`src/rtl/core/spfa_pkg.sv`:
```
// ----------------------------------------------------------------------------
// spfa_pkg
// Shared types, constants and curve tables of the spectral photon flux
// accumulator.
// ----------------------------------------------------------------------------
package spfa_pkg;

  localparam int unsigned WL_W     = 18;
  localparam int unsigned BW_W     = 12;
  localparam int unsigned E_W      = 32;
  localparam int unsigned SUM_W    = 48;
  localparam int unsigned CRV_W    = 17;
  localparam int unsigned ADDR_W   = 5;
  localparam int unsigned DATA_W   = 32;

  localparam int unsigned MUL_A_W  = 39;
  localparam int unsigned MUL_B_W  = 28;
  localparam int unsigned MUL_P_W  = MUL_A_W + MUL_B_W;

  localparam int unsigned DIV_N_W  = 52;
  localparam int unsigned DIV_D_W  = 13;
  localparam int unsigned DIV_C_W  = 6;

  localparam int unsigned Q_W      = 38;
  localparam int unsigned OV_W     = 13;
  localparam int unsigned IDX_W    = 7;
  localparam int unsigned STEP_W   = 11;
  localparam int unsigned OFF_W    = 15;

  localparam logic [MUL_B_W-1:0] KPH      = 28'd143612471;
  localparam logic [MUL_B_W-1:0] LUX_GAIN = 28'd683;
  localparam logic [SUM_W-1:0]   MAX48    = {SUM_W{1'b1}};
  localparam logic [WL_W-1:0]    MAX18    = {WL_W{1'b1}};

  localparam int unsigned LUM_POINTS = 81;
  localparam int unsigned ACT_POINTS = 17;
  localparam int unsigned LUM_IDX_W  = 7;
  localparam int unsigned ACT_IDX_W  = 5;

  localparam logic [OFF_W-1:0]  LUM_START = 15'd24320;
  localparam logic [STEP_W-1:0] LUM_STEP  = 11'd320;
  localparam logic [OFF_W-1:0]  ACT_START = 15'd22400;
  localparam logic [STEP_W-1:0] ACT_STEP  = 11'd1600;
  localparam logic [OFF_W-1:0]  LUM_SPAN  = OFF_W'((LUM_POINTS - 1) * 320);
  localparam logic [OFF_W-1:0]  ACT_SPAN  = OFF_W'((ACT_POINTS - 1) * 1600);
  localparam logic [IDX_W-1:0]  LUM_LAST  = IDX_W'(LUM_POINTS - 1);
  localparam logic [IDX_W-1:0]  ACT_LAST  = IDX_W'(ACT_POINTS - 1);

  // division by a table step: drop the six low bits, then multiply by the
  // reciprocal of step/64 and shift; exact for every value the curves see
  localparam int unsigned       STEP_SH    = 6;
  localparam int unsigned       RCP_Q_W    = 22;
  localparam logic [MUL_B_W-1:0] LUM_RCP   = 28'd3355444;
  localparam logic [MUL_B_W-1:0] ACT_RCP   = 28'd2684355;
  localparam int unsigned       LUM_RCP_SH = 24;
  localparam int unsigned       ACT_RCP_SH = 26;

  localparam logic [2:0] REG_START    = 3'd0;
  localparam logic [2:0] REG_BIN_W    = 3'd1;
  localparam logic [2:0] REG_PAR_LOW  = 3'd2;
  localparam logic [2:0] REG_PAR_HIGH = 3'd3;
  localparam logic [2:0] REG_EXT_HIGH = 3'd4;

  localparam logic [CRV_W-1:0] LUM_ROM [LUM_POINTS] = '{
    17'd3, 17'd4, 17'd8, 17'd14, 17'd26, 17'd42, 17'd79, 17'd143,
    17'd262, 17'd478, 17'd760, 17'd1104, 17'd1507, 17'd1953, 17'd2490, 17'd3146,
    17'd3932, 17'd4843, 17'd5962, 17'd7379, 17'd9111, 17'd11095, 17'd13633, 17'd16948,
    17'd21168, 17'd26693, 17'd32965, 17'd39859, 17'd46531, 17'd51983, 17'd56492,
    17'd59956, 17'd62521, 17'd64245, 17'd65205, 17'd65536, 17'd65208, 17'd64134,
    17'd62390, 17'd59992, 17'd57016, 17'd53497, 17'd49611, 17'd45541, 17'd41353,
    17'd37146, 17'd32965, 17'd28914, 17'd24969, 17'd21037, 17'd17367, 17'd14221,
    17'd11469, 17'd9057, 17'd7012, 17'd5348, 17'd3998, 17'd2922, 17'd2097, 17'd1520,
    17'd1114, 17'd781, 17'd538, 17'd375, 17'd269, 17'd192, 17'd137, 17'd97,
    17'd69, 17'd48, 17'd34, 17'd24, 17'd16, 17'd11, 17'd8, 17'd6,
    17'd4, 17'd3, 17'd2, 17'd1, 17'd1
  };

  localparam logic [CRV_W-1:0] ACT_ROM [ACT_POINTS] = '{
    17'd19661, 17'd36045, 17'd43254, 17'd45875, 17'd47841, 17'd47841, 17'd46531,
    17'd49152, 17'd52429, 17'd57672, 17'd62915, 17'd65536, 17'd64225, 17'd58982,
    17'd31457, 17'd8520, 17'd1966
  };

  typedef struct packed {
    logic [WL_W-1:0] start_wavelength;
    logic [BW_W-1:0] bin_width;
    logic [WL_W-1:0] par_low;
    logic [WL_W-1:0] par_high;
    logic [WL_W-1:0] extended_high;
  } spfa_cfg_t;

  typedef enum logic [4:0] {
    ST_IDLE,
    ST_PQ_EL,
    ST_PQ_LO,
    ST_PQ_HI,
    ST_PQ_SUM,
    ST_BD_MUL,
    ST_BD_DIV,
    ST_BD_WAIT,
    ST_CV_CHK,
    ST_CV_IDX,
    ST_CV_M1,
    ST_CV_M2,
    ST_CV_SUM,
    ST_CV_DIV,
    ST_CV_END,
    ST_YIELD,
    ST_LUMW,
    ST_ACC,
    ST_LUX,
    ST_OUT
  } spfa_state_e;

  function automatic logic [CRV_W-1:0] rom_at(input logic lum_sel,
                                              input logic [IDX_W-1:0] idx);
    logic [CRV_W-1:0] v;
    v = '0;
    if (lum_sel) begin
      if (idx < IDX_W'(LUM_POINTS)) v = LUM_ROM[idx[LUM_IDX_W-1:0]];
    end else begin
      if (idx < IDX_W'(ACT_POINTS)) v = ACT_ROM[idx[ACT_IDX_W-1:0]];
    end
    return v;
  endfunction

  function automatic logic [SUM_W-1:0] sat_add(input logic [SUM_W-1:0] s,
                                               input logic [SUM_W-1:0] v);
    logic [SUM_W:0] t;
    t = {1'b0, s} + {1'b0, v};
    return t[SUM_W] ? MAX48 : t[SUM_W-1:0];
  endfunction

endpackage

```
`src/rtl/core/spfa_if.sv`:
```
// ----------------------------------------------------------------------------
// spfa_if
// Valid/ready channels for input bins and result beats.
// ----------------------------------------------------------------------------
interface spfa_in_if;
  import spfa_pkg::*;
  logic            valid;
  logic            ready;
  logic [E_W-1:0]  bin_irradiance;
  logic            last_bin;
  modport source (output valid, bin_irradiance, last_bin, input ready);
  modport sink   (input valid, bin_irradiance, last_bin, output ready);
endinterface

interface spfa_out_if;
  import spfa_pkg::*;
  logic              valid;
  logic              ready;
  logic [SUM_W-1:0]  par_flux;
  logic [SUM_W-1:0]  extended_flux;
  logic [SUM_W-1:0]  yield_flux;
  logic [SUM_W-1:0]  illuminance;
  logic [SUM_W-1:0]  total_irradiance;
  modport source (output valid, par_flux, extended_flux, yield_flux, illuminance,
                  total_irradiance, input ready);
  modport sink   (input valid, par_flux, extended_flux, yield_flux, illuminance,
                  total_irradiance, output ready);
endinterface

```
`src/rtl/core/spfa_regs.sv`:
```
// ----------------------------------------------------------------------------
// spfa_regs
// APB configuration registers for grid and band edges.
// ----------------------------------------------------------------------------
module spfa_regs import spfa_pkg::*; (
  input  logic              clk_i,
  input  logic              rst_ni,
  input  logic              psel,
  input  logic              penable,
  input  logic              pwrite,
  input  logic [ADDR_W-1:0] paddr,
  input  logic [DATA_W-1:0] pwdata,
  output logic [DATA_W-1:0] prdata,
  output logic              pready,
  output spfa_cfg_t         cfg_o
);

  spfa_cfg_t  cfg_q;
  logic       wr_en;
  logic [2:0] idx;

  assign pready = 1'b1;
  assign wr_en  = psel & penable & pwrite;
  assign idx    = paddr[4:2];
  assign cfg_o  = cfg_q;

  always_ff @(posedge clk_i or negedge rst_ni) begin
    if (!rst_ni) begin
      cfg_q.start_wavelength <= WL_W'(24320);
      cfg_q.bin_width        <= BW_W'(320);
      cfg_q.par_low          <= WL_W'(25600);
      cfg_q.par_high         <= WL_W'(44800);
      cfg_q.extended_high    <= WL_W'(48000);
    end else if (wr_en) begin
      case (idx)
        REG_START:    cfg_q.start_wavelength <= pwdata[WL_W-1:0];
        REG_BIN_W:    cfg_q.bin_width        <= pwdata[BW_W-1:0];
        REG_PAR_LOW:  cfg_q.par_low          <= pwdata[WL_W-1:0];
        REG_PAR_HIGH: cfg_q.par_high         <= pwdata[WL_W-1:0];
        REG_EXT_HIGH: cfg_q.extended_high    <= pwdata[WL_W-1:0];
        default: ;
      endcase
    end
  end

  always_comb begin
    case (idx)
      REG_START:    prdata = DATA_W'(cfg_q.start_wavelength);
      REG_BIN_W:    prdata = DATA_W'(cfg_q.bin_width);
      REG_PAR_LOW:  prdata = DATA_W'(cfg_q.par_low);
      REG_PAR_HIGH: prdata = DATA_W'(cfg_q.par_high);
      REG_EXT_HIGH: prdata = DATA_W'(cfg_q.extended_high);
      default:      prdata = '0;
    endcase
  end

endmodule

```
`src/rtl/core/spfa_mul.sv`:
```
// ----------------------------------------------------------------------------
// spfa_mul
// Shared unsigned multiplier with a registered product.
// ----------------------------------------------------------------------------
module spfa_mul import spfa_pkg::*; (
  input  logic               clk_i,
  input  logic [MUL_A_W-1:0] a_i,
  input  logic [MUL_B_W-1:0] b_i,
  output logic [MUL_P_W-1:0] p_o
);

  logic [MUL_P_W-1:0] p_q;
  logic [MUL_P_W-1:0] p_d;

  assign p_d = MUL_P_W'(a_i) * MUL_P_W'(b_i);
  assign p_o = p_q;

  always_ff @(posedge clk_i) begin
    p_q <= p_d;
  end

endmodule

```
`src/rtl/core/spfa_div.sv`:
```
// ----------------------------------------------------------------------------
// spfa_div
// Shared restoring divider, one quotient bit per cycle.
// ----------------------------------------------------------------------------
module spfa_div import spfa_pkg::*; (
  input  logic               clk_i,
  input  logic               rst_ni,
  input  logic               start_i,
  input  logic [DIV_N_W-1:0] dividend_i,
  input  logic [DIV_D_W-1:0] divisor_i,
  output logic               done_o,
  output logic [DIV_N_W-1:0] quot_o
);

  logic               busy_q, busy_d, done_q, done_d;
  logic [DIV_C_W-1:0] cnt_q, cnt_d;
  logic [DIV_N_W-1:0] quo_q, quo_d;
  logic [DIV_D_W-1:0] rem_q, rem_d, dvs_q, dvs_d;
  logic [DIV_D_W:0]   sh;
  logic [DIV_D_W:0]   diff;

  assign sh     = {rem_q, quo_q[DIV_N_W-1]};
  assign diff   = sh - {1'b0, dvs_q};
  assign done_o = done_q;
  assign quot_o = quo_q;

  always_comb begin
    busy_d = busy_q;
    done_d = 1'b0;
    cnt_d  = cnt_q;
    quo_d  = quo_q;
    rem_d  = rem_q;
    dvs_d  = dvs_q;
    if (start_i) begin
      busy_d = 1'b1;
      cnt_d  = DIV_C_W'(DIV_N_W);
      quo_d  = dividend_i;
      rem_d  = '0;
      dvs_d  = divisor_i;
    end else if (busy_q) begin
      if (sh >= {1'b0, dvs_q}) begin
        rem_d = diff[DIV_D_W-1:0];
        quo_d = {quo_q[DIV_N_W-2:0], 1'b1};
      end else begin
        rem_d = sh[DIV_D_W-1:0];
        quo_d = {quo_q[DIV_N_W-2:0], 1'b0};
      end
      cnt_d = cnt_q - DIV_C_W'(1);
      if (cnt_q == DIV_C_W'(1)) begin
        busy_d = 1'b0;
        done_d = 1'b1;
      end
    end
  end

  always_ff @(posedge clk_i or negedge rst_ni) begin
    if (!rst_ni) begin
      busy_q <= 1'b0;
      done_q <= 1'b0;
      cnt_q  <= '0;
    end else begin
      busy_q <= busy_d;
      done_q <= done_d;
      cnt_q  <= cnt_d;
    end
  end

  always_ff @(posedge clk_i) begin
    quo_q <= quo_d;
    rem_q <= rem_d;
    dvs_q <= dvs_d;
  end

endmodule

```
`src/rtl/core/spectral_photon_flux_accumulator_top.sv`:
```
// ----------------------------------------------------------------------------
// spectral_photon_flux_accumulator_top
// Per-bin photon flux, band weighting, curve weighting and five running sums.
// ----------------------------------------------------------------------------
// The input is ready only in the idle state, so it is not ready while a bin
// beat is processed. How long a bin beat takes depends on the shared 52-step
// restoring divider for the division by the bin width, used once per
// nonempty band overlap (an empty overlap skips it), and on the two curve
// lookups, whose divisions by the table step are reciprocal products on the
// shared registered multiplier. A last bin adds the lux scale and the result
// load, and waits at the lux scale while an earlier result beat still waits;
// the result register lets the next bin start while the result beat still
// waits.
module spectral_photon_flux_accumulator_top import spfa_pkg::*; (
  input  logic              clk_i,
  input  logic              rst_ni,
  input  logic              psel,
  input  logic              penable,
  input  logic              pwrite,
  input  logic [ADDR_W-1:0] paddr,
  input  logic [DATA_W-1:0] pwdata,
  output logic [DATA_W-1:0] prdata,
  output logic              pready,
  spfa_in_if.sink           bin_i,
  spfa_out_if.source        res_o
);

  spfa_cfg_t          cfg;
  spfa_state_e        state_q, state_d;

  logic [MUL_A_W-1:0] mul_a;
  logic [MUL_B_W-1:0] mul_b;
  logic [MUL_P_W-1:0] prod;

  logic               div_start, div_done;
  logic [DIV_N_W-1:0] div_num, div_quot;
  logic [DIV_D_W-1:0] div_den;

  logic [E_W-1:0]     e_q;
  logic               last_q;
  logic [WL_W-1:0]    lam_q, cur_q;
  logic [15:0]        cnt_q;
  logic [17:0]        ahi_q;
  logic [27:0]        t_q;
  logic [Q_W-1:0]     q_q, pp_q, ep_q, yp_q;
  logic [32:0]        lp_q;
  logic               band_sel_q, crv_sel_q;
  logic [IDX_W-1:0]   i_q;
  logic [STEP_W-1:0]  f_q;
  logic [CRV_W-1:0]   cval_q;
  logic [SUM_W-1:0]   par_sum_q, ext_sum_q, yld_sum_q, lum_sum_q, nrg_sum_q;
  logic               out_valid_q;
  logic [SUM_W-1:0]   o_par_q, o_ext_q, o_yld_q, o_lux_q, o_nrg_q;

  logic signed [20:0] b1, b2, bl, bh, ba, bz, bov;
  logic               ov_ok;
  logic [OV_W-1:0]    ov;
  logic [OFF_W-1:0]   c_start, c_span;
  logic [STEP_W-1:0]  c_step;
  logic [IDX_W-1:0]   c_last;
  logic [WL_W-1:0]    c_off;
  logic               c_in;
  logic [MUL_B_W-1:0] c_rcp;
  logic [RCP_Q_W-1:0] c_quo;
  logic [WL_W-1:0]    c_mod;
  logic [46:0]        pq_sum;
  logic [28:0]        cv_num;
  logic [WL_W:0]      nxt_wl;

  spfa_regs u_regs (
    .clk_i, .rst_ni, .psel, .penable, .pwrite, .paddr, .pwdata, .prdata, .pready,
    .cfg_o (cfg)
  );

  spfa_mul u_mul (
    .clk_i,
    .a_i (mul_a),
    .b_i (mul_b),
    .p_o (prod)
  );

  spfa_div u_div (
    .clk_i, .rst_ni,
    .start_i    (div_start),
    .dividend_i (div_num),
    .divisor_i  (div_den),
    .done_o     (div_done),
    .quot_o     (div_quot)
  );

  // band overlap in 1/128 nm
  always_comb begin
    b1  = $signed({2'b00, lam_q, 1'b0}) - $signed({9'd0, cfg.bin_width});
    b2  = $signed({2'b00, lam_q, 1'b0}) + $signed({9'd0, cfg.bin_width});
    bl  = $signed({2'b00, cfg.par_low, 1'b0});
    bh  = band_sel_q ? $signed({2'b00, cfg.extended_high, 1'b0})
                     : $signed({2'b00, cfg.par_high, 1'b0});
    ba  = (b1 > bl) ? b1 : bl;
    bz  = (b2 < bh) ? b2 : bh;
    bov = bz - ba;
    ov_ok = (bz > ba) && (cfg.bin_width != '0);
    ov  = bov[OV_W-1:0];
  end

  // curve selection and division by the table step
  always_comb begin
    c_start = crv_sel_q ? LUM_START : ACT_START;
    c_step  = crv_sel_q ? LUM_STEP  : ACT_STEP;
    c_span  = crv_sel_q ? LUM_SPAN  : ACT_SPAN;
    c_last  = crv_sel_q ? LUM_LAST  : ACT_LAST;
    c_rcp   = crv_sel_q ? LUM_RCP   : ACT_RCP;
    c_off   = lam_q - WL_W'(c_start);
    c_in    = (lam_q >= WL_W'(c_start)) && (c_off <= WL_W'(c_span));
    c_quo   = crv_sel_q ? prod[LUM_RCP_SH +: RCP_Q_W] : prod[ACT_RCP_SH +: RCP_Q_W];
    c_mod   = c_off - WL_W'(c_quo[IDX_W-1:0]) * WL_W'(c_step);
  end

  assign pq_sum = prod[45:0] + 47'(t_q);
  assign cv_num = 29'(prod[27:0]) + 29'(t_q);
  assign nxt_wl = {1'b0, lam_q} + (WL_W+1)'(cfg.bin_width);

  // next state
  always_comb begin
    state_d = state_q;
    case (state_q)
      ST_IDLE:    if (bin_i.valid) state_d = ST_PQ_EL;
      ST_PQ_EL:   state_d = ST_PQ_LO;
      ST_PQ_LO:   state_d = ST_PQ_HI;
      ST_PQ_HI:   state_d = ST_PQ_SUM;
      ST_PQ_SUM:  state_d = ST_BD_MUL;
      ST_BD_MUL: begin
        if (ov_ok) state_d = ST_BD_DIV;
        else if (!band_sel_q) state_d = ST_BD_MUL;
        else state_d = ST_CV_CHK;
      end
      ST_BD_DIV:  state_d = ST_BD_WAIT;
      ST_BD_WAIT: begin
        if (div_done) state_d = band_sel_q ? ST_CV_CHK : ST_BD_MUL;
      end
      ST_CV_CHK:  state_d = c_in ? ST_CV_IDX : ST_CV_END;
      ST_CV_IDX:  state_d = (c_quo[IDX_W-1:0] >= c_last) ? ST_CV_END : ST_CV_M1;
      ST_CV_M1:   state_d = ST_CV_M2;
      ST_CV_M2:   state_d = ST_CV_SUM;
      ST_CV_SUM:  state_d = ST_CV_DIV;
      ST_CV_DIV:  state_d = ST_CV_END;
      ST_CV_END:  state_d = crv_sel_q ? ST_LUMW : ST_YIELD;
      ST_YIELD:   state_d = ST_CV_CHK;
      ST_LUMW:    state_d = ST_ACC;
      ST_ACC:     state_d = last_q ? ST_LUX : ST_IDLE;
      ST_LUX:     if (!out_valid_q || res_o.ready) state_d = ST_OUT;
      ST_OUT:     state_d = ST_IDLE;
      default:    state_d = ST_IDLE;
    endcase
  end

  // unit controls
  always_comb begin
    mul_a     = '0;
    mul_b     = '0;
    div_start = 1'b0;
    div_num   = '0;
    div_den   = '0;
    case (state_q)
      ST_PQ_EL: begin
        mul_a = MUL_A_W'(e_q);
        mul_b = MUL_B_W'(lam_q);
      end
      ST_PQ_LO: begin
        mul_a = MUL_A_W'(prod[31:0]);
        mul_b = KPH;
      end
      ST_PQ_HI: begin
        mul_a = MUL_A_W'(ahi_q);
        mul_b = KPH;
      end
      ST_BD_MUL: begin
        mul_a = MUL_A_W'(q_q);
        mul_b = MUL_B_W'(ov);
      end
      ST_BD_DIV: begin
        div_start = 1'b1;
        div_num   = DIV_N_W'(prod[50:0]);
        div_den   = {cfg.bin_width, 1'b0};
      end
      ST_CV_CHK: begin
        mul_a = MUL_A_W'(c_off[WL_W-1:STEP_SH]);
        mul_b = c_rcp;
      end
      ST_CV_M1: begin
        mul_a = MUL_A_W'(rom_at(crv_sel_q, i_q));
        mul_b = MUL_B_W'(c_step - f_q);
      end
      ST_CV_M2: begin
        mul_a = MUL_A_W'(rom_at(crv_sel_q, i_q + IDX_W'(1)));
        mul_b = MUL_B_W'(f_q);
      end
      ST_CV_SUM: begin
        mul_a = MUL_A_W'(cv_num[28:STEP_SH]);
        mul_b = c_rcp;
      end
      ST_CV_END: begin
        mul_a = crv_sel_q ? MUL_A_W'(e_q) : MUL_A_W'(pp_q);
        mul_b = MUL_B_W'(cval_q);
      end
      ST_LUX: begin
        mul_a = lum_sum_q[MUL_A_W-1:0];
        mul_b = LUX_GAIN;
      end
      default: ;
    endcase
  end

  assign bin_i.ready            = (state_q == ST_IDLE);
  assign res_o.valid            = out_valid_q;
  assign res_o.par_flux         = o_par_q;
  assign res_o.extended_flux    = o_ext_q;
  assign res_o.yield_flux       = o_yld_q;
  assign res_o.illuminance      = o_lux_q;
  assign res_o.total_irradiance = o_nrg_q;

  always_ff @(posedge clk_i or negedge rst_ni) begin
    if (!rst_ni) begin
      state_q     <= ST_IDLE;
      out_valid_q <= 1'b0;
      cnt_q       <= '0;
      cur_q       <= '0;
      par_sum_q   <= '0;
      ext_sum_q   <= '0;
      yld_sum_q   <= '0;
      lum_sum_q   <= '0;
      nrg_sum_q   <= '0;
      band_sel_q  <= 1'b0;
      crv_sel_q   <= 1'b0;
    end else begin
      state_q <= state_d;
      if (out_valid_q && res_o.ready) out_valid_q <= 1'b0;
      case (state_q)
        ST_PQ_SUM: band_sel_q <= 1'b0;
        ST_BD_MUL: if (!ov_ok) band_sel_q <= 1'b1;
        ST_BD_WAIT: if (div_done) band_sel_q <= 1'b1;
        ST_YIELD: crv_sel_q <= 1'b1;
        ST_ACC: begin
          par_sum_q <= sat_add(par_sum_q, SUM_W'(pp_q));
          ext_sum_q <= sat_add(ext_sum_q, SUM_W'(ep_q));
          yld_sum_q <= sat_add(yld_sum_q, SUM_W'(yp_q));
          lum_sum_q <= sat_add(lum_sum_q, SUM_W'(lp_q));
          nrg_sum_q <= sat_add(nrg_sum_q, SUM_W'(e_q));
          cur_q     <= nxt_wl[WL_W] ? MAX18 : nxt_wl[WL_W-1:0];
          if (cnt_q != 16'hFFFF) cnt_q <= cnt_q + 16'd1;
          crv_sel_q <= 1'b0;
        end
        ST_OUT: begin
          out_valid_q <= 1'b1;
          par_sum_q   <= '0;
          ext_sum_q   <= '0;
          yld_sum_q   <= '0;
          lum_sum_q   <= '0;
          nrg_sum_q   <= '0;
          cnt_q       <= '0;
          cur_q       <= '0;
        end
        default: ;
      endcase
    end
  end

  always_ff @(posedge clk_i) begin
    case (state_q)
      ST_IDLE: begin
        e_q    <= bin_i.bin_irradiance;
        last_q <= bin_i.last_bin;
        lam_q  <= (cnt_q == '0) ? cfg.start_wavelength : cur_q;
      end
      ST_PQ_LO:  ahi_q <= prod[49:32];
      ST_PQ_HI:  t_q   <= prod[59:32];
      ST_PQ_SUM: q_q   <= pq_sum[45:8];
      ST_BD_MUL: begin
        if (!ov_ok) begin
          if (band_sel_q) ep_q <= '0;
          else pp_q <= '0;
        end
      end
      ST_BD_WAIT: begin
        if (div_done) begin
          if (band_sel_q) ep_q <= div_quot[Q_W-1:0];
          else pp_q <= div_quot[Q_W-1:0];
        end
      end
      ST_CV_CHK: if (!c_in) cval_q <= '0;
      ST_CV_IDX: begin
        i_q <= c_quo[IDX_W-1:0];
        f_q <= c_mod[STEP_W-1:0];
        if (c_quo[IDX_W-1:0] >= c_last) cval_q <= rom_at(crv_sel_q, c_last);
      end
      ST_CV_M2:  t_q <= prod[27:0];
      ST_CV_DIV: cval_q <= c_quo[CRV_W-1:0];
      ST_YIELD:  yp_q <= prod[53:16];
      ST_LUMW:   lp_q <= prod[48:16];
      ST_OUT: begin
        o_par_q <= par_sum_q;
        o_ext_q <= ext_sum_q;
        o_yld_q <= yld_sum_q;
        o_nrg_q <= nrg_sum_q;
        if ((lum_sum_q[SUM_W-1:MUL_A_W] != '0) || (prod[MUL_P_W-1:SUM_W] != '0)) begin
          o_lux_q <= MAX48;
        end else begin
          o_lux_q <= prod[SUM_W-1:0];
        end
      end
      default: ;
    endcase
  end

endmodule
```
`src/flat_wrapper.sv`:
```
// flat-port wrapper written by rule: the top's interface ports become plain ports
module spectral_photon_flux_accumulator_top_flat import spfa_pkg::*;
  (clk_i, rst_ni, psel, penable, pwrite, paddr, pwdata, prdata, pready, bin_i_valid, bin_i_bin_irradiance, bin_i_last_bin, bin_i_ready, res_o_valid, res_o_par_flux, res_o_extended_flux, res_o_yield_flux, res_o_illuminance, res_o_total_irradiance, res_o_ready);
  spfa_in_if bin_i_i ();
  spfa_out_if res_o_i ();
  input  logic clk_i;
  input  logic rst_ni;
  input  logic psel;
  input  logic penable;
  input  logic pwrite;
  input  logic [ADDR_W-1:0] paddr;
  input  logic [DATA_W-1:0] pwdata;
  output logic [DATA_W-1:0] prdata;
  output logic pready;
  input wire logic [$bits(bin_i_i.valid)-1:0] bin_i_valid;
  input wire logic [$bits(bin_i_i.bin_irradiance)-1:0] bin_i_bin_irradiance;
  input wire logic [$bits(bin_i_i.last_bin)-1:0] bin_i_last_bin;
  output wire logic [$bits(bin_i_i.ready)-1:0] bin_i_ready;
  output wire logic [$bits(res_o_i.valid)-1:0] res_o_valid;
  output wire logic [$bits(res_o_i.par_flux)-1:0] res_o_par_flux;
  output wire logic [$bits(res_o_i.extended_flux)-1:0] res_o_extended_flux;
  output wire logic [$bits(res_o_i.yield_flux)-1:0] res_o_yield_flux;
  output wire logic [$bits(res_o_i.illuminance)-1:0] res_o_illuminance;
  output wire logic [$bits(res_o_i.total_irradiance)-1:0] res_o_total_irradiance;
  input wire logic [$bits(res_o_i.ready)-1:0] res_o_ready;
  assign bin_i_i.valid = bin_i_valid;
  assign bin_i_i.bin_irradiance = bin_i_bin_irradiance;
  assign bin_i_i.last_bin = bin_i_last_bin;
  assign bin_i_ready = bin_i_i.ready;
  assign res_o_valid = res_o_i.valid;
  assign res_o_par_flux = res_o_i.par_flux;
  assign res_o_extended_flux = res_o_i.extended_flux;
  assign res_o_yield_flux = res_o_i.yield_flux;
  assign res_o_illuminance = res_o_i.illuminance;
  assign res_o_total_irradiance = res_o_i.total_irradiance;
  assign res_o_i.ready = res_o_ready;
  spectral_photon_flux_accumulator_top u_core (.clk_i(clk_i), .rst_ni(rst_ni), .psel(psel), .penable(penable), .pwrite(pwrite), .paddr(paddr), .pwdata(pwdata), .prdata(prdata), .pready(pready), .bin_i(bin_i_i), .res_o(res_o_i));
endmodule
```
`config.mk`:
```
export PLATFORM = sky130hd
export DESIGN_NAME = spectral_photon_flux_accumulator_top_flat
export DESIGN_NICKNAME = d
export VERILOG_FILES = /design/src/rtl/core/spfa_pkg.sv /design/src/rtl/core/spfa_if.sv /design/src/rtl/core/spfa_regs.sv /design/src/rtl/core/spfa_mul.sv /design/src/rtl/core/spfa_div.sv /design/src/rtl/core/spectral_photon_flux_accumulator_top.sv /design/src/flat_wrapper.sv
export SDC_FILE = /design/constraint.sdc
export NUM_CORES = 2
export LEC_CHECK = 0
export ABC_AREA = 1
export BUFFER_PORTS_ARGS = -buffer_cell sky130_fd_sc_hd__clkbuf_2
export CAP_MARGIN = 15
export CORE_AREA = 2 2 389 681
export CTS_CLUSTER_SIZE = 16
export DETAILED_ROUTE_END_ITERATION = 7
export DIE_AREA = 0 0 391 683
export GPL_ROUTABILITY_DRIVEN = 0
export GPL_TIMING_DRIVEN = 0
export MAX_ROUTING_LAYER = met4
export PLACE_DENSITY = 0.64
export SLEW_MARGIN = 15
export SYNTH_ARGS = -nofsm -noshare
export SYNTH_HDL_FRONTEND = slang
export SYNTH_SLANG_ARGS = --single-unit
```
`constraint.sdc`:
```
create_clock -name clk_i -period 17.2 [get_ports clk_i]
set_input_delay 3.44 -clock clk_i [delete_from_list [all_inputs] [get_ports clk_i]]
set_output_delay 3.44 -clock clk_i [all_outputs]
set_load 0.02 [all_outputs]
```
==> metrics <==
WL per Instance=around 27 um; worst rel slew slack=0.0728; clk slew on worst S/H paths=about 0.070 ns; Lkg Pwr=about 0.057 uW; Max stage delay on crit path=0.75 ns; fin crit period=15.10 ns; # rows=~250; TritonRoute pass-1 iters=8; Seq pwr share=0.344; setup bufs post-CTS=0; htree depth=3; VDD IR max=0.144 mV; post-synth top area share=0.187; remaining antenna violation count=0; vias in the first global route=99700; vias=101000; Buffers on Ports=320; P&R area growth vs syn=11.1%; Min-Delay Path Class=reg2reg; clock skew=0.137 ns; setup violators final=0; CTS buffer count=103; most frequent cell after synthesis=nand2_1; Post-Layout Cell Count=17800; Metal-1 WL=between 100000 and 150000 um; Die X=slightly below 400 um; CTS tree=done; vias per cell=5.68; PD cells=75.6 mW/mm2; Post-Syn Area=0.104 mm2; Pwr Total=8750 uW; number of enable flip-flop cells after synthesis=621; GRT Overall Usage=0.371; DR iter-0 viols=12000; #FFs+latches synth=1075; Mapped Cells=13600; clk sinks=1075; Die ar.=0.267 mm2; fmax=approximately 66 MHz; Die H=approximately 700 um; post_cts resized=0; arrival time at the worst endpoint=15.79 ns; initial cell density of the core=0.398; status=finished, violations left; Synth Flop Type=edfxtp_1; clock insertion delay at the later pin of the skew report=0.86 ns; final core utilization=0.442; Synth top cells by count=nand2_1 (3993), inv_1 (2507), nor2_1 (1042); setup TNS=0 ns; fin. max-slew vios=0; wirelength, routed=~480000 um; root buf cell=clkbuf_16; total of max-cap violations=0; Critical Setup Path Class=reg2reg; Int Pwr=5300 uW; cell taking the most area after synthesis=fa_1; DR WL met2=215000 um; count of different cell masters after synthesis=70; failing checks=design-rule violations; Top Metal Used=met4; largest net degree at the start of global routing=82; core area=0.262 mm2; Yosys warning count=0; layout cell share with drive strength beyond 1=0.0621; RSZ-0062 raised after global routing=no; worst slew pin tran=about 1.4 ns; placed cell count=roughly 18000; critical path required time=17.89 ns; Crit-path slowest cell=clkbuf_1; hold slack=0.482 ns; CP Max Fanout=10; clock network power share=0.293; Longest Clk Path Bufs=3; largest cells by area after synthesis=fa_1 (19%), edfxtp_1 (18%), nand2_1 (14%); Net Sw Frac=0.394; P_sw=3450 uW; first-pass GRT wire length=683000 um; Hold Fails Final Rpt=0; Startpoint Class=flip-flop; Fill cells=26800; io pins=between 300 and 400; capturing element type of the critical path=flip-flop; CP most frequent cell=nand2_1; Tcrit/Tclk final=0.878; DRC viols=15; initial antenna violation count=44; met3 wire length=roughly 55000 um; Comb pwr share=0.363; syn avg cell area=roughly 7.6 um2; NumNets Final=15900; Async S/R FF share, synth=0.348; HPWL after detailed placement=382000 um; sequential-to-total area share from yosys stat=0.285; hold-fix buffers at CTS=0; GR Overflow Total=0
## placed cells by master (no fill, tap or decap), drive strengths merged, types with 41 or more instances in the layout
master and instances:
ha 578, o21bai 41, diode 62, fa 974, dfxtp 80, a21oi 569
conb 185, nand3 732, buf 227, clkbuf 647, nand4 150, xor2 198
nor2 1070, nand2 4010, nor3 132, nor4 44, edfxtp 621, xnor2 49
o21ai 814, inv 2549, dfrtp 350
## cell type report
cell class	count	area (um2)	area share
multi-input combinational	9832	64200	0.554
sequential	1075	29600	0.256
inverter	2540	9540	0.0824
tap	3388	4240	0.0366
clock buffer	125	2760	0.0239
timing repair buffer	378	2600	0.0224
buffer	371	1740	0.0151
clock inverter	70	896	0.00774
antenna	62	155	0.00134
## worst paths after layout
check,from,to,slack (ns),cells after the start
max in group asynchronous,rst_ni,u_core.ext_sum_q[30]$_DFFE_PN0P_,13.06,3
setup reg to reg,u_core.lam_q[2]$_DFFE_PP_,u_core.u_mul.p_o[42]$_DFF_P_,2.10,56
min in group asynchronous,rst_ni,u_core.u_regs.cfg_o[71]$_DFFE_PN0P_,2.61,1
setup / recovery,u_core.lam_q[2]$_DFFE_PP_,u_core.u_mul.p_o[42]$_DFF_P_,2.10,56
hold / removal,u_core.u_div.rem_q[7]$_SDFFE_PP0P_,u_core.u_div.rem_q[7]$_SDFFE_PP0P_,0.48,2
hold reg to reg,u_core.u_div.rem_q[7]$_SDFFE_PP0P_,u_core.u_div.rem_q[7]$_SDFFE_PP0P_,0.48,2
## worst max-delay path: cells and delay by family (launching register included)
family / cells / cell delay, ns
AOI/OAI and AO/OA: 8 / 1.82
adders and majority gates: 12 / 5.58
buffers and inverters: 10 / 2.58
DFF: 1 / 0.69
and+or+nand+nor: 26 / 4.30
## state kept, by name, indices dropped and copies added (netlist names), 32 cells and up
signal                         count
u_core.res_o.total_irradiance     48
u_core.nrg_sum_q                  48
u_core.lp_q                       33
u_core.pp_q                       38
u_core.u_regs.cfg_o               84
u_core.par_sum_q                  48
u_core.u_div.quot_o               52
u_core.yld_sum_q                  48
u_core.res_o.yield_flux           48
u_core.e_q                        32
u_core.yp_q                       38
u_core.ep_q                       38
u_core.res_o.illuminance          48
u_core.u_mul.p_o                  67
u_core.q_q                        38
u_core.lum_sum_q                  48
u_core.res_o.par_flux             48
u_core.ext_sum_q                  48
u_core.res_o.extended_flux        48
## power groups by stage
| stage | Sequential [uW] | Combinational, uW | Clock (uW) |
|---|---|---|---|
| floorplan | 2920 | 2140 | 0 |
| global placement | 3030 | 2930 | 0 |
| detailed placement | 3030 | 2950 | 0 |
| CTS | 2980 | 2980 | 2560 |
| global route | 3000 | 3550 | 2650 |
| finish | 3010 | 3180 | 2560 |
## through the flow
stage	setup slack [ns]	area [um2]
2_1_floorplan	5.48	105000
3_3_place_gp	-2.09	111000
3_5_place_dp	2.74	112000
4_1_cts	2.66	115000
5_1_grt	1.64	116000
6_report	2.10	116000
## per-layer routing
layer  vias up  track usage
li1      44000            -
met1     47600        0.345
met2      6735        0.570
met3      2911        0.141
met4         0        0.381
met5         -            -
## cell families (layout without fill, tap and decap cells)
family	Yosys count	in the layout	share of synthesized area
buffers and inverters	2911	3484	0.108
flip-flops	1075	1075	0.285
multiplexers	1	1	0.000108
adder cells (fa/ha/maj)	1552	1552	0.257
AO/OA/AOI/OAI	1626	1626	0.0852
XOR/XNOR	247	247	0.0208
other	2	247	0.0000721
AND/OR/NAND/NOR	6221	6221	0.245
No activity file was read; power rests on OpenSTA's default activity.
